$ cat config.mk
export PLATFORM = sky130hd
export DESIGN_NAME = turing_machine_stepper
export DESIGN_NICKNAME = d
export VERILOG_FILES = /design/src/hw/rtl/tms_pkg.sv /design/src/hw/rtl/tms_tape_cell.sv /design/src/hw/rtl/tms_tape.sv /design/src/hw/rtl/tms_rule_table.sv /design/src/hw/rtl/turing_machine_stepper.sv
export SDC_FILE = /design/constraint.sdc
export NUM_CORES = 2
export LEC_CHECK = 0
export BUFFER_PORTS_ARGS = -buffer_cell sky130_fd_sc_hd__buf_2
export CAP_MARGIN = 10
export CELL_PAD_IN_SITES_DETAIL_PLACEMENT = 1
export CELL_PAD_IN_SITES_GLOBAL_PLACEMENT = 2
export CORE_MARGIN = 3
export CORE_UTILIZATION = 45
export CTS_BUF_LIST = sky130_fd_sc_hd__clkbuf_8 sky130_fd_sc_hd__clkbuf_16
export DETAILED_ROUTE_END_ITERATION = 10
export PLACE_DENSITY_LB_ADDON = 0.25
export REMOVE_ABC_BUFFERS = 1
export SLEW_MARGIN = 20
export SYNTH_ARGS = -nofsm -noshare
export SYNTH_HDL_FRONTEND = slang
export SYNTH_HIERARCHICAL = 1
export SYNTH_SLANG_ARGS = --single-unit
$ cat constraint.sdc
create_clock -name clk -period 123.1 [get_ports clk]
set_clock_uncertainty 0.2 [all_clocks]
set_input_delay 12.31 -clock clk [delete_from_list [all_inputs] [get_ports clk]]
set_output_delay 12.31 -clock clk [all_outputs]
set_load 0.005 [all_outputs]
$ cat src/hw/rtl/tms_pkg.sv
// tms_pkg: shared constants, codes and types of the Turing machine stepper.
// No dependencies; used by every file under hw/rtl.
package tms_pkg;

  localparam int TAPE_CELLS  = 512;
  localparam int MAX_STATES  = 8;
  localparam int MAX_SYMBOLS = 4;

  localparam int HEAD_W     = $clog2(TAPE_CELLS);
  localparam int STATE_W    = $clog2(MAX_STATES);
  localparam int SYM_W      = $clog2(MAX_SYMBOLS);
  localparam int IDX_W      = STATE_W + SYM_W;
  localparam int TABLE_SIZE = MAX_STATES * MAX_SYMBOLS;

  // configuration port
  localparam int SCNT_W     = 4;
  localparam int YCNT_W     = 3;
  localparam int CFG_IDX_W  = 1;
  localparam int CFG_DATA_W = 4;

  // tape read tree: eight lanes per level, three levels
  localparam int TREE_W = 3;
  localparam int LANES  = 1 << TREE_W;
  localparam int GRP1   = TAPE_CELLS / LANES;
  localparam int GRP2   = GRP1 / LANES;
  localparam int SEL1_W = HEAD_W - TREE_W;
  localparam int SEL2_W = HEAD_W - 2 * TREE_W;

  // stream widths
  localparam int OP_W       = 2;
  localparam int S_FIELD_W  = STATE_W + SYM_W + SYM_W + 1 + STATE_W + 1 + HEAD_W;
  localparam int S_DATA_W   = ((S_FIELD_W + 7) / 8) * 8;
  localparam int M_FIELD_W  = STATE_W + HEAD_W + SYM_W + 1 + 1 + 1 + SYM_W + 1;
  localparam int M_DATA_W   = ((M_FIELD_W + 7) / 8) * 8;

  localparam logic [HEAD_W-1:0] HEAD_RESET = HEAD_W'(TAPE_CELLS / 2);
  localparam logic [HEAD_W-1:0] HEAD_LAST  = HEAD_W'(TAPE_CELLS - 1);
  localparam logic [SCNT_W-1:0] SCNT_MAX   = SCNT_W'(MAX_STATES);
  localparam logic [YCNT_W-1:0] YCNT_MAX   = YCNT_W'(MAX_SYMBOLS);
  localparam logic [SCNT_W-1:0] SCNT_RESET = SCNT_W'(2);
  localparam logic [YCNT_W-1:0] YCNT_RESET = YCNT_W'(2);

  typedef enum logic [OP_W-1:0] {
    OP_LOAD    = 2'd0,
    OP_STEP    = 2'd1,
    OP_RESTART = 2'd2,
    OP_READ    = 2'd3
  } op_t;

  typedef enum logic [CFG_IDX_W-1:0] {
    REG_STATE_COUNT  = 1'b0,
    REG_SYMBOL_COUNT = 1'b1
  } reg_idx_t;

  typedef struct packed {
    logic [SYM_W-1:0]   write_sym;
    logic               right;
    logic [STATE_W-1:0] next;
    logic               halts;
  } rule_t;

  localparam rule_t RULE_RESET = '{write_sym: '0, right: 1'b0, next: '0, halts: 1'b1};

  // per-cycle command to the tape ring
  typedef struct packed {
    logic             clr;
    logic             shift;
    logic             right;
    logic             we;
    logic [SYM_W-1:0] wd;
  } tape_ctl_t;

  // result fields carried down the pipeline (cell symbol joins at the end)
  typedef struct packed {
    logic [STATE_W-1:0] state;
    logic [HEAD_W-1:0]  head;
    logic [SYM_W-1:0]   sym_written;
    logic               moved_right;
    logic               halted;
    logic               off_tape;
    logic               load_error;
    logic               rd;
  } res_t;

endpackage

$ cat src/hw/rtl/tms_tape_cell.sv
// tms_tape_cell: one tape cell of the rotating tape ring.
// Depends on tms_pkg.
module tms_tape_cell (
  input  logic                     clk,
  input  logic                     rst,
  input  tms_pkg::tape_ctl_t       ctl,
  input  logic [tms_pkg::SYM_W-1:0] lo,   // neighbour below, after its write
  input  logic [tms_pkg::SYM_W-1:0] hi,   // neighbour above, after its write
  output logic [tms_pkg::SYM_W-1:0] q,
  output logic [tms_pkg::SYM_W-1:0] qw    // value after this cycle's write
);

  assign qw = ctl.we ? ctl.wd : q;

  always_ff @(posedge clk) begin
    if (rst || ctl.clr) begin
      q <= '0;
    end else if (ctl.shift) begin
      q <= ctl.right ? hi : lo;
    end else if (ctl.we) begin
      q <= ctl.wd;
    end
  end

endmodule

$ cat src/hw/rtl/tms_tape.sv
// tms_tape: ring of tape cells rotated so the head always sits in cell 0,
// plus a three-level registered read tree. Depends on tms_pkg, tms_tape_cell.
module tms_tape (
  input  logic                        clk,
  input  logic                        rst,
  input  tms_pkg::tape_ctl_t          ctl,
  output logic [tms_pkg::SYM_W-1:0]   head_sym,
  input  logic                        rd_ld,    // capture level 1 for a read
  input  logic [tms_pkg::HEAD_W-1:0]  rd_addr,  // ring position to read
  input  logic                        rd_adv,   // level 1 moves to level 2
  output logic [tms_pkg::SYM_W-1:0]   cell_sym
);

  localparam int N = tms_pkg::TAPE_CELLS;

  tms_pkg::tape_ctl_t ctl_rest;
  logic [tms_pkg::SYM_W-1:0] q  [N];
  logic [tms_pkg::SYM_W-1:0] qw [N];

  // only the cell under the head is ever written
  always_comb begin
    ctl_rest    = ctl;
    ctl_rest.we = 1'b0;
  end

  for (genvar p = 0; p < N; p++) begin : g_cell
    if (p == 0) begin : g_head
      tms_tape_cell u_cell (
        .clk(clk), .rst(rst), .ctl(ctl),
        .lo(qw[N-1]), .hi(qw[1]), .q(q[p]), .qw(qw[p])
      );
    end else begin : g_body
      tms_tape_cell u_cell (
        .clk(clk), .rst(rst), .ctl(ctl_rest),
        .lo(qw[p-1]), .hi(qw[(p+1)%N]), .q(q[p]), .qw(qw[p])
      );
    end
  end

  assign head_sym = q[0];

  // read tree
  logic [tms_pkg::SYM_W-1:0]  lvl1 [tms_pkg::GRP1];
  logic [tms_pkg::SYM_W-1:0]  lvl2 [tms_pkg::GRP2];
  logic [tms_pkg::SEL1_W-1:0] sel1;
  logic [tms_pkg::SEL2_W-1:0] sel2;

  for (genvar g = 0; g < tms_pkg::GRP1; g++) begin : g_lvl1
    logic [tms_pkg::SYM_W-1:0] lane [tms_pkg::LANES];
    for (genvar l = 0; l < tms_pkg::LANES; l++) begin : g_lane
      assign lane[l] = q[g*tms_pkg::LANES + l];
    end
    always_ff @(posedge clk) begin
      if (rd_ld) begin
        lvl1[g] <= lane[rd_addr[tms_pkg::TREE_W-1:0]];
      end
    end
  end

  for (genvar j = 0; j < tms_pkg::GRP2; j++) begin : g_lvl2
    logic [tms_pkg::SYM_W-1:0] lane [tms_pkg::LANES];
    for (genvar l = 0; l < tms_pkg::LANES; l++) begin : g_lane
      assign lane[l] = lvl1[j*tms_pkg::LANES + l];
    end
    always_ff @(posedge clk) begin
      if (rd_adv) begin
        lvl2[j] <= lane[sel1[tms_pkg::TREE_W-1:0]];
      end
    end
  end

  always_ff @(posedge clk) begin
    if (rd_ld) begin
      sel1 <= rd_addr[tms_pkg::HEAD_W-1:tms_pkg::TREE_W];
    end
    if (rd_adv) begin
      sel2 <= sel1[tms_pkg::SEL1_W-1:tms_pkg::TREE_W];
    end
  end

  assign cell_sym = lvl2[sel2];

endmodule

$ cat src/hw/rtl/tms_rule_table.sv
// tms_rule_table: transition table, one rule per (state, read symbol).
// Depends on tms_pkg.
module tms_rule_table (
  input  logic                       clk,
  input  logic                       rst,
  input  logic                       we,
  input  logic [tms_pkg::IDX_W-1:0]  waddr,
  input  tms_pkg::rule_t             wdata,
  input  logic [tms_pkg::IDX_W-1:0]  raddr,
  output tms_pkg::rule_t             rdata
);

  tms_pkg::rule_t rules [tms_pkg::TABLE_SIZE];

  // reset: every rule writes zero and halts
  always_ff @(posedge clk) begin
    if (rst) begin
      for (int i = 0; i < tms_pkg::TABLE_SIZE; i++) begin
        rules[i] <= tms_pkg::RULE_RESET;
      end
    end else if (we) begin
      rules[waddr] <= wdata;
    end
  end

  assign rdata = rules[raddr];

endmodule

$ cat src/hw/rtl/turing_machine_stepper.sv
// turing_machine_stepper: top level of the Turing machine engine.
// Three register stages (r1, r2, r3); the stage count is set by the tape read tree.
// Throughput: one item per cycle unless m_axis_tready holds the output back.
// Reset (rst, synchronous): tape all zero, head at cell 256, state 0, flags clear,
// every rule writes zero and halts, both counts 2. Depends on tms_pkg,
// tms_tape_cell, tms_tape, tms_rule_table.
module turing_machine_stepper (
  input  logic                             clk,
  input  logic                             rst,
  // in: entry_state, entry_symbol, entry_write, entry_right, entry_next,
  //     entry_halts, cell_index (lowest bits first), zero fill
  input  logic                             s_axis_tvalid,
  output logic                             s_axis_tready,
  input  logic [tms_pkg::S_DATA_W-1:0]     s_axis_tdata,
  input  logic [tms_pkg::OP_W-1:0]         s_axis_tuser,   // op
  // out: machine_state, head_pos, symbol_written, moved_right, halted,
  //      off_tape, cell_symbol, load_error (lowest bits first), zero fill
  output logic                             m_axis_tvalid,
  input  logic                             m_axis_tready,
  output logic [tms_pkg::M_DATA_W-1:0]     m_axis_tdata,
  // configuration: 0 state_count, 1 symbol_count
  input  logic                             cfg_we,
  input  logic [tms_pkg::CFG_IDX_W-1:0]    cfg_index,
  input  logic [tms_pkg::CFG_DATA_W-1:0]   cfg_data
);

  // ---------------------------------------------------------------------------
  // Configuration registers
  // ---------------------------------------------------------------------------
  logic [tms_pkg::SCNT_W-1:0] state_count;
  logic [tms_pkg::YCNT_W-1:0] symbol_count;

  always_ff @(posedge clk) begin
    if (rst) begin
      state_count  <= tms_pkg::SCNT_RESET;
      symbol_count <= tms_pkg::YCNT_RESET;
    end else if (cfg_we) begin
      case (tms_pkg::reg_idx_t'(cfg_index))
        tms_pkg::REG_STATE_COUNT:  state_count  <= cfg_data;
        tms_pkg::REG_SYMBOL_COUNT: symbol_count <= cfg_data[tms_pkg::YCNT_W-1:0];
        default: ;
      endcase
    end
  end

  // ---------------------------------------------------------------------------
  // Input item fields
  // ---------------------------------------------------------------------------
  tms_pkg::op_t                op;
  logic [tms_pkg::STATE_W-1:0] entry_state;
  logic [tms_pkg::SYM_W-1:0]   entry_symbol;
  logic [tms_pkg::SYM_W-1:0]   entry_write;
  logic                        entry_right;
  logic [tms_pkg::STATE_W-1:0] entry_next;
  logic                        entry_halts;
  logic [tms_pkg::HEAD_W-1:0]  cell_index;

  assign op           = tms_pkg::op_t'(s_axis_tuser);
  assign entry_state  = s_axis_tdata[2:0];
  assign entry_symbol = s_axis_tdata[4:3];
  assign entry_write  = s_axis_tdata[6:5];
  assign entry_right  = s_axis_tdata[7];
  assign entry_next   = s_axis_tdata[10:8];
  assign entry_halts  = s_axis_tdata[11];
  assign cell_index   = s_axis_tdata[20:12];

  // ---------------------------------------------------------------------------
  // Pipeline handshake: three stages, each loads when empty or draining.
  // Stage 3 is the output register; while a result waits, stages 1 and 2 still fill.
  // ---------------------------------------------------------------------------
  logic v1, v2, v3;
  logic rdy1, rdy2, rdy3;
  logic accept;

  assign rdy3          = !v3 || m_axis_tready;
  assign rdy2          = !v2 || rdy3;
  assign rdy1          = !v1 || rdy2;
  assign s_axis_tready = rdy1;
  assign accept        = s_axis_tvalid && rdy1;

  // ---------------------------------------------------------------------------
  // Machine state
  // ---------------------------------------------------------------------------
  logic [tms_pkg::STATE_W-1:0] machine_state, machine_state_next;
  logic [tms_pkg::HEAD_W-1:0]  head, head_next;
  logic                        halted, halted_next;
  logic                        off_tape, off_tape_next;

  tms_pkg::tape_ctl_t          tape_ctl;
  logic [tms_pkg::SYM_W-1:0]   head_sym;
  logic [tms_pkg::SYM_W-1:0]   tree_sym;

  tms_pkg::rule_t              rule;
  tms_pkg::rule_t              load_rule;
  logic                        tbl_we;

  logic [tms_pkg::SCNT_W-1:0]  ns;
  logic [tms_pkg::YCNT_W-1:0]  ny;
  logic                        load_bad;
  logic                        blocked;
  tms_pkg::res_t               res;

  tms_rule_table u_table (
    .clk   (clk),
    .rst   (rst),
    .we    (tbl_we),
    .waddr ({entry_state, entry_symbol}),
    .wdata (load_rule),
    .raddr ({machine_state, head_sym}),
    .rdata (rule)
  );

  // head cell is always ring position 0, so a tape address maps to
  // ring position (address - head) modulo the tape length
  tms_tape u_tape (
    .clk      (clk),
    .rst      (rst),
    .ctl      (tape_ctl),
    .head_sym (head_sym),
    .rd_ld    (accept && op == tms_pkg::OP_READ),
    .rd_addr  (cell_index - head),
    .rd_adv   (rdy2 && v1),
    .cell_sym (tree_sym)
  );

  always_comb begin
    // counts above the table size act as the table size
    ns = (state_count > tms_pkg::SCNT_MAX) ? tms_pkg::SCNT_MAX : state_count;
    ny = (symbol_count > tms_pkg::YCNT_MAX) ? tms_pkg::YCNT_MAX : symbol_count;
    load_bad = ({1'b0, entry_state} >= ns) ||
               ({1'b0, entry_symbol} >= ny) ||
               ({1'b0, entry_write} >= ny) ||
               (!entry_halts && ({1'b0, entry_next} >= ns));

    load_rule.write_sym = entry_write;
    load_rule.right     = entry_right;
    load_rule.next      = entry_halts ? '0 : entry_next;
    load_rule.halts     = entry_halts;

    blocked = rule.right ? (head == tms_pkg::HEAD_LAST) : (head == '0);

    machine_state_next = machine_state;
    head_next          = head;
    halted_next        = halted;
    off_tape_next      = off_tape;
    tbl_we             = 1'b0;
    tape_ctl           = '0;
    res                = '0;

    if (accept) begin
      case (op)
        tms_pkg::OP_LOAD: begin
          tbl_we         = !load_bad;
          res.load_error = load_bad;
        end
        tms_pkg::OP_STEP: begin
          // a halted or stranded machine ignores steps
          if (!halted && !off_tape) begin
            tape_ctl.we     = 1'b1;
            tape_ctl.wd     = rule.write_sym;
            res.sym_written = rule.write_sym;
            if (rule.halts) begin
              halted_next = 1'b1;
            end
            if (blocked) begin
              // refused move: symbol written, head and state kept
              off_tape_next = 1'b1;
            end else begin
              tape_ctl.shift  = 1'b1;
              tape_ctl.right  = rule.right;
              head_next       = rule.right ? head + 1'b1 : head - 1'b1;
              res.moved_right = rule.right;
              if (!rule.halts) begin
                machine_state_next = rule.next;
              end
            end
          end
        end
        tms_pkg::OP_RESTART: begin
          tape_ctl.clr       = 1'b1;
          head_next          = tms_pkg::HEAD_RESET;
          machine_state_next = '0;
          halted_next        = 1'b0;
          off_tape_next      = 1'b0;
        end
        tms_pkg::OP_READ: begin
          res.rd = 1'b1;
        end
        default: ;
      endcase
    end

    res.state    = machine_state_next;
    res.head     = head_next;
    res.halted   = halted_next;
    res.off_tape = off_tape_next;
  end

  always_ff @(posedge clk) begin
    if (rst) begin
      machine_state <= '0;
      head          <= tms_pkg::HEAD_RESET;
      halted        <= 1'b0;
      off_tape      <= 1'b0;
    end else begin
      machine_state <= machine_state_next;
      head          <= head_next;
      halted        <= halted_next;
      off_tape      <= off_tape_next;
    end
  end

  // ---------------------------------------------------------------------------
  // Result pipeline; the tape read tree runs alongside stages 1 and 2
  // ---------------------------------------------------------------------------
  tms_pkg::res_t             r1, r2, r3;
  logic [tms_pkg::SYM_W-1:0] cell3;

  always_ff @(posedge clk) begin
    if (rst) begin
      v1 <= 1'b0;
      v2 <= 1'b0;
      v3 <= 1'b0;
    end else begin
      if (rdy1) v1 <= accept;
      if (rdy2) v2 <= v1;
      if (rdy3) v3 <= v2;
    end
  end

  always_ff @(posedge clk) begin
    if (accept) begin
      r1 <= res;
    end
    if (rdy2 && v1) begin
      r2 <= r1;
    end
    if (rdy3 && v2) begin
      r3    <= r2;
      cell3 <= r2.rd ? tree_sym : '0;
    end
  end

  assign m_axis_tvalid = v3;
  assign m_axis_tdata  = {{(tms_pkg::M_DATA_W - tms_pkg::M_FIELD_W){1'b0}},
                          r3.load_error, cell3, r3.off_tape, r3.halted,
                          r3.moved_right, r3.sym_written, r3.head, r3.state};

endmodule

# ---- Word-level counts from Yosys, hierarchy flattened
# Memory sizes are Yosys's and may differ from the RTL's. A register that Yosys moved wholly into a read port is not among the register bits.
# Cells that the tools add are included.
dict set report totals {
  ramBits 368
  regBits 1113
  mem_count 3
}
# memory words width read_ports rd_ports_with_merged_regs wr line
set memory_table {}
lappend memory_table {u_table.rules 32 7 1 0 32 tms_rule_table.sv:13} ;# tms_pkg::rule_t rules [tms_pkg::TABLE_SIZE];
lappend memory_table {u_tape.lvl1 64 2 64 0 64 tms_tape.sv:43} ;# logic [tms_pkg::SYM_W-1:0] lvl1 [tms_pkg::GRP1];
lappend memory_table {u_tape.lvl2 8 2 1 1 8 tms_tape.sv:44} ;# logic [tms_pkg::SYM_W-1:0] lvl2 [tms_pkg::GRP2];
dict set report classes {
  reduce_logical 28
  muxes 772
  add_sub_neg 3
  n_lt_le_gt_ge 8
  eq_ne 4
  n_bitwise 5
}
# operator n
set ops {}
lappend ops {{two-way mux 2 bit} 659}
lappend ops {{binary-select mux 2 bit (select 3 bit)} 72}
lappend ops {{two-way mux 9 bit} 4}
lappend ops {{two-way mux 1 bit} 21}
lappend ops {{two-way mux 3 bit} 6}
lappend ops {{one-hot mux 9 bit (2 select lines)} 1}
lappend ops {{two-way mux 5 bit} 3}
lappend ops {{adder 9 x 1 -> 9 bit, second input constant} 1}
lappend ops {{== test 9 bit, second input constant} 1}
lappend ops {{zero test 9 bit} 1}
lappend ops {{subtractor 9 x 1 -> 9 bit, second input constant} 1}
lappend ops {{subtractor 9 bit} 1}
lappend ops {{>= comparator 3 x 4 -> 1 bit} 2}
lappend ops {{>= comparator 4 bit, second input constant} 2}
lappend ops {{zero test 1 bit} 8}
lappend ops {{NOT 3 -> 4 bit} 2}
lappend ops {{logical OR 1 bit} 7}
lappend ops {{two-way mux 7 bit} 1}
lappend ops {{OR reduction 7 bit} 1}
lappend ops {{>= comparator 2 x 3 -> 1 bit} 2}
lappend ops {{logical AND 1 bit} 6}
lappend ops {{two-way mux 6 bit} 1}
lappend ops {{one-hot mux 3 bit (2 select lines)} 1}
lappend ops {{AND reduction 2 bit} 3}
lappend ops {{other kinds (9)} 13}

# ---- Logic depth before layout (Yosys ltp)
dict set report depth {
  depth_word 14
  ltp_mapped 13
  depth_no_buf 10
}

# ---- Modules after synthesis
# The synthesis kept the hierarchy.
# module seq_area_each_um2 cells_per_inst area_per_inst_um2 n_inst
set by_module_without_submodules {}
lappend by_module_without_submodules {tms_tape_cell 40.0 10 113.9 512}
lappend by_module_without_submodules {tms_tape 4654.5 678 14054.7 1}
lappend by_module_without_submodules {tms_rule_table 6726.5 652 10431.3 1}
lappend by_module_without_submodules {turing_machine_stepper 2222.1 362 4072.7 1}

# ---- Worst setup path after synthesis
# No wires, ideal clock.
dict set report synth_timing {
  path_type {input-to-reg}
  from {input port s_axis_tuser[1] (netlist name)}
  to {register u_tape/g_cell[0].g_head.u_cell/q[0] (netlist name)}
  path_buffers 0
  arrival_ps 48370
  cell_stages 7
  required_ps 122734
  setup_slack_ps 74364
  cell_sequence {inv_1 ha_1 nor3b_1 and3_1 and3_1 mux2i_1 o2bb2ai_1}
}
# item line
set synth_rtl {}
lappend synth_rtl {{start, declared} turing_machine_stepper.sv:15} ;# input logic [tms_pkg::OP_W-1:0] s_axis_tuser,
lappend synth_rtl {{end signal, assigned} tms_tape_cell.sv:19} ;# q <= ctl.right ? hi : lo;
lappend synth_rtl {{end signal, assigned} tms_tape_cell.sv:21} ;# q <= ctl.wd;
lappend synth_rtl {{end, declared} tms_tape_cell.sv:9} ;# output logic [tms_pkg::SYM_W-1:0] q,

# ---- Final worst setup path
dict set report layout_timing {
  from {input port m_axis_tready}
  to {output port s_axis_tready}
}
dict set report layout_via {
  elab_chain_len 3
}
# item line
set layout_rtl {}
lappend layout_rtl {{start, declared} turing_machine_stepper.sv:19} ;# input logic m_axis_tready,
lappend layout_rtl {{logical OR 1 bit} turing_machine_stepper.sv:75} ;# assign rdy3 = !v3 || m_axis_tready;
lappend layout_rtl {{logical OR 1 bit} turing_machine_stepper.sv:76} ;# assign rdy2 = !v2 || rdy3;
lappend layout_rtl {{logical OR 1 bit} turing_machine_stepper.sv:77} ;# assign rdy1 = !v1 || rdy2;
lappend layout_rtl {{end, declared} turing_machine_stepper.sv:13} ;# output logic s_axis_tready,
# Every way passes these cells.

==> run_results.csv <==
group,metric,value,unit
outcome,status,"finished clean",
drt,drtAntennaViolNets,0,
finish,diodes,0,
floorplan,die_w,445,µm
critical_path,critPathMaxFanout,11,
power,peakVddDrop,0.0116,mV
power,p_int,0.871,mW
global_routing,grt_use_total,22.9,%
finish,final_common_cell,"mux2_2",
cts,cts_resized,0,
finish,multi_input_area,55500,µm²
drt,dr_total_vias,61900,
job,cap_violations,0,
floorplan,core_area,191000,µm²
floorplan,die_h,445,µm
power,pwr-share-clk,44.7,%
logic_synthesis,syn-cell-area,86900,µm²
power,seq_power_share,44.1,%
logic_synthesis,avgSynthCellArea,12.8,µm²
sta,grt_setup_unrepaired,"false",
power,combPwrFrac,11.2,%
drt,wl,229000,µm
logic_synthesis,synth_edf_count,435,
drt,wl_per_cell,21.5,µm
drt,via_per_inst,5.81,
drt,firstDrtPassIters,6,
global_routing,grt_pass1_vias,66500,
worst_hold_path,hold_path_class,"reg -> reg",
logic_synthesis,synth_cell_types,62,
critical_path,crit_start,"m_axis_tready",
critical_path,r2r_cells,15,
sta,min_period,25.73,ns
power,powerDensity,11.8,nW/µm²
sta,final_hold_viol_count,0,
global_routing,grt_max_degree,237,
cts,post-cts-setup-buffers,0,
worst_hold_path,hp-start,"r2[14]$_DFFE_PP_",
critical_path,timing.reg2reg.setup_slack,113.53,ns
critical_path,worst-setup-path-type,"in -> out",
cts,cts.sinks,1486,
cts,path_clk_slew,0.06,ns
sta,slew_headroom,1.35,%
finish,drive_above_1_share,23.0,%
global_routing,overflow,0,
logic_synthesis,synth-async-reset-ratio,0,%
critical_path,crit_arrival,13.22,ns
place,gp_congestion,0.765,
place,hpwl,146000,µm
cts,cts_tree,"yes",
finish,fillers,20000,
critical_path,cp_data_required_time,110.59,ns
worst_hold_path,hold-path-endpoint,"m_axis_tdata[10]$_DFFE_PP_",
logic_synthesis,ys.flop_type,"dfxtp_1",
global_routing,antenna_found_initial,4,
place,port_buffers,54,
floorplan,rows,160,
cts,clock_tree.root_cell,"clkbuf_16",
drt,drtIter0Drc,3012,
sta,slew_viol_final,0,
power,power_switching,0.303,mW
critical_path,endpoint_kind,"output port",
power,p_sw_share,25.8,%
logic_synthesis,syn_inst,6812,
cts,numCtsBuffers,173,
finish,seq_area,34100,µm²
sta,worst_slew_pin_slew,1.48,ns
floorplan,die_area,198000,µm²
finish,nets,8066,
critical_path,r2r-start,"u_tape/g_cell[0].g_head.u_cell/q[1]$_SDFF_PP0_",
sta,fin_crit_sh,20.9,%
floorplan,top_level_ports,62,
worst_hold_path,holdPathStages,0,
cts,clockBufferDepth,3,
logic_synthesis,synth-seq-area-share,39.3,%
critical_path,crit-reg2reg-capture,"u_tape/g_cell[250].g_body.u_cell/q[1]$_SDFF_PP0_",
power,power.leakage,34.0,nW
sta,setup_tns,0,ns
logic_synthesis,yosysWarningCount,6,
cts,htreeDepth,4,
sta,setup_viol_count_final,0,
cts,cts_hold_buf,0,
power,power.total,1.17,mW
drt,drcViolationCount,0,
sta,fmax,38.9,MHz
cts,worstSkewPairLatency,0.83,ns
sta,fin_hold_ws,0.220,ns
logic_synthesis,ys_seq_elements,1486,
finish,area_growth,14.8,%
finish,most-common-layout-cells,"mux2_2, dfxtp_1, mux2i_1",
critical_path,startpoint_type,"input port",
global_routing,grt_pass1_wl,373000,µm
floorplan,start_util,45.5,%
how the worst max path moves through the flow:
stage,to
2_1_floorplan,u_tape/g_cell[0].g_head.u_cell/q[0]$_SDFF_PP0_
3_3_place_gp,s_axis_tready
3_5_place_dp,s_axis_tready
4_1_cts,s_axis_tready
5_1_grt,s_axis_tready
6_report,s_axis_tready
metrics by stage:
| stage | util (%) | setup WS [ns] | area, µm² | cells |
|---|---|---|---|---|
| 2_1_floorplan | - | 74.36 | 89600 | 7697 |
| 3_3_place_gp | 49.1 | 97.47 | 93800 | 10300 |
| 3_5_place_dp | 49.1 | 97.42 | 93800 | 10300 |
| 4_1_cts | 52.1 | 97.40 | 99600 | 10700 |
| 5_1_grt | 52.2 | 97.35 | 99700 | 10700 |
| 6_report | 52.2 | 97.37 | 99700 | 10700 |
logic make-up after synthesis:
logic type	share of synthesized area [%]
simple gates	11.1
compound gates	10.8
mux	37.0
other cells	0.00865
buf+inv	1.34
xor+xnor	0.121
flops	39.3
fa+ha+maj	0.464
registers in the layout (all words and copies together), names as in the netlist, named ones only:
name	count
cell3	2
v1	1
u_tape/sel1	6
machine_state	3
m_axis_tvalid	1
off_tape	1
u_tape/g_cell.g_body.u_cell/q	1022
head	9
m_axis_tdata	18
u_tape/lvl2	16
v2	1
r2	19
halted	1
symbol_count	3
state_count	4
u_tape/lvl1	128
u_tape/g_cell.g_head.u_cell/q	2
u_tape/sel2	3
u_table/rules	224
r1	19
worst max-delay path: stages:
cell      delay [ns]
buf_2           0.11
nand4b_1        0.50
buf_2           0.30
layer usage:
metal | routed length, µm | GRT usage, % | vias up
met1 | 108000 | 31.1 | 31400
met5 | 0 | 0 | -
met2 | 110000 | 38.8 | 726
met3 | 6060 | 2.50 | 285
li1 | - | - | 29500
met4 | 4950 | 5.74 | 0
layout make-up:
| class | count | share of cell area [%] |
|---|---|---|
| clock inverters | 118 | 1.03 |
| well taps | 2511 | 3.15 |
| clock buffers | 203 | 4.79 |
| inverters | 27 | 0.117 |
| repair buffers | 127 | 1.05 |
| multi-input cells | 6184 | 55.7 |
| flip-flops and latches | 1486 | 34.2 |
cells in the mapped netlist, types with 6 or more instances:
| library cell | n | area share, % |
|---|---|---|
| mux2i_1 | 1030 | 12 |
| buf_1 | 15 | 0.065 |
| or3b_1 | 515 | 5.2 |
| mux4_1 | 93 | 2.8 |
| a21o_1 | 6 | 0.052 |
| or2_2 | 10 | 0.072 |
| buf_6 | 11 | 0.14 |
| a21oi_1 | 15 | 0.086 |
| nor3_1 | 516 | 3.0 |
| clkbuf_8 | 15 | 0.24 |
| buf_2 | 12 | 0.069 |
| buf_8 | 17 | 0.29 |
| inv_1 | 27 | 0.12 |
| mux4_2 | 269 | 7.0 |
| ha_1 | 29 | 0.42 |
| mux2_2 | 1180 | 15 |
| and2_1 | 203 | 1.5 |
| or2_1 | 23 | 0.17 |
| or3_1 | 36 | 0.26 |
| edfxtp_1 | 435 | 15 |
| o21ai_0 | 14 | 0.081 |
| nor2b_1 | 15 | 0.11 |
| xnor2_1 | 12 | 0.12 |
| nor2_1 | 67 | 0.29 |
| dfxtp_1 | 1051 | 24 |
| nand2b_1 | 7 | 0.050 |
| clkbuf_1 | 57 | 0.25 |
| o2bb2ai_1 | 1024 | 10 |
| nand2_1 | 25 | 0.11 |
| nand3_1 | 13 | 0.075 |
power by group through the flow:
stage	clock, mW	combinational [mW]	sequential (mW)
floorplan	0	0.144	0.526
global placement	0	0.128	0.527
detailed placement	0	0.130	0.528
CTS	0.540	0.131	0.517
global route	0.561	0.143	0.518
finish	0.525	0.131	0.517
Note: power is estimated with default switching activity, not from simulation.
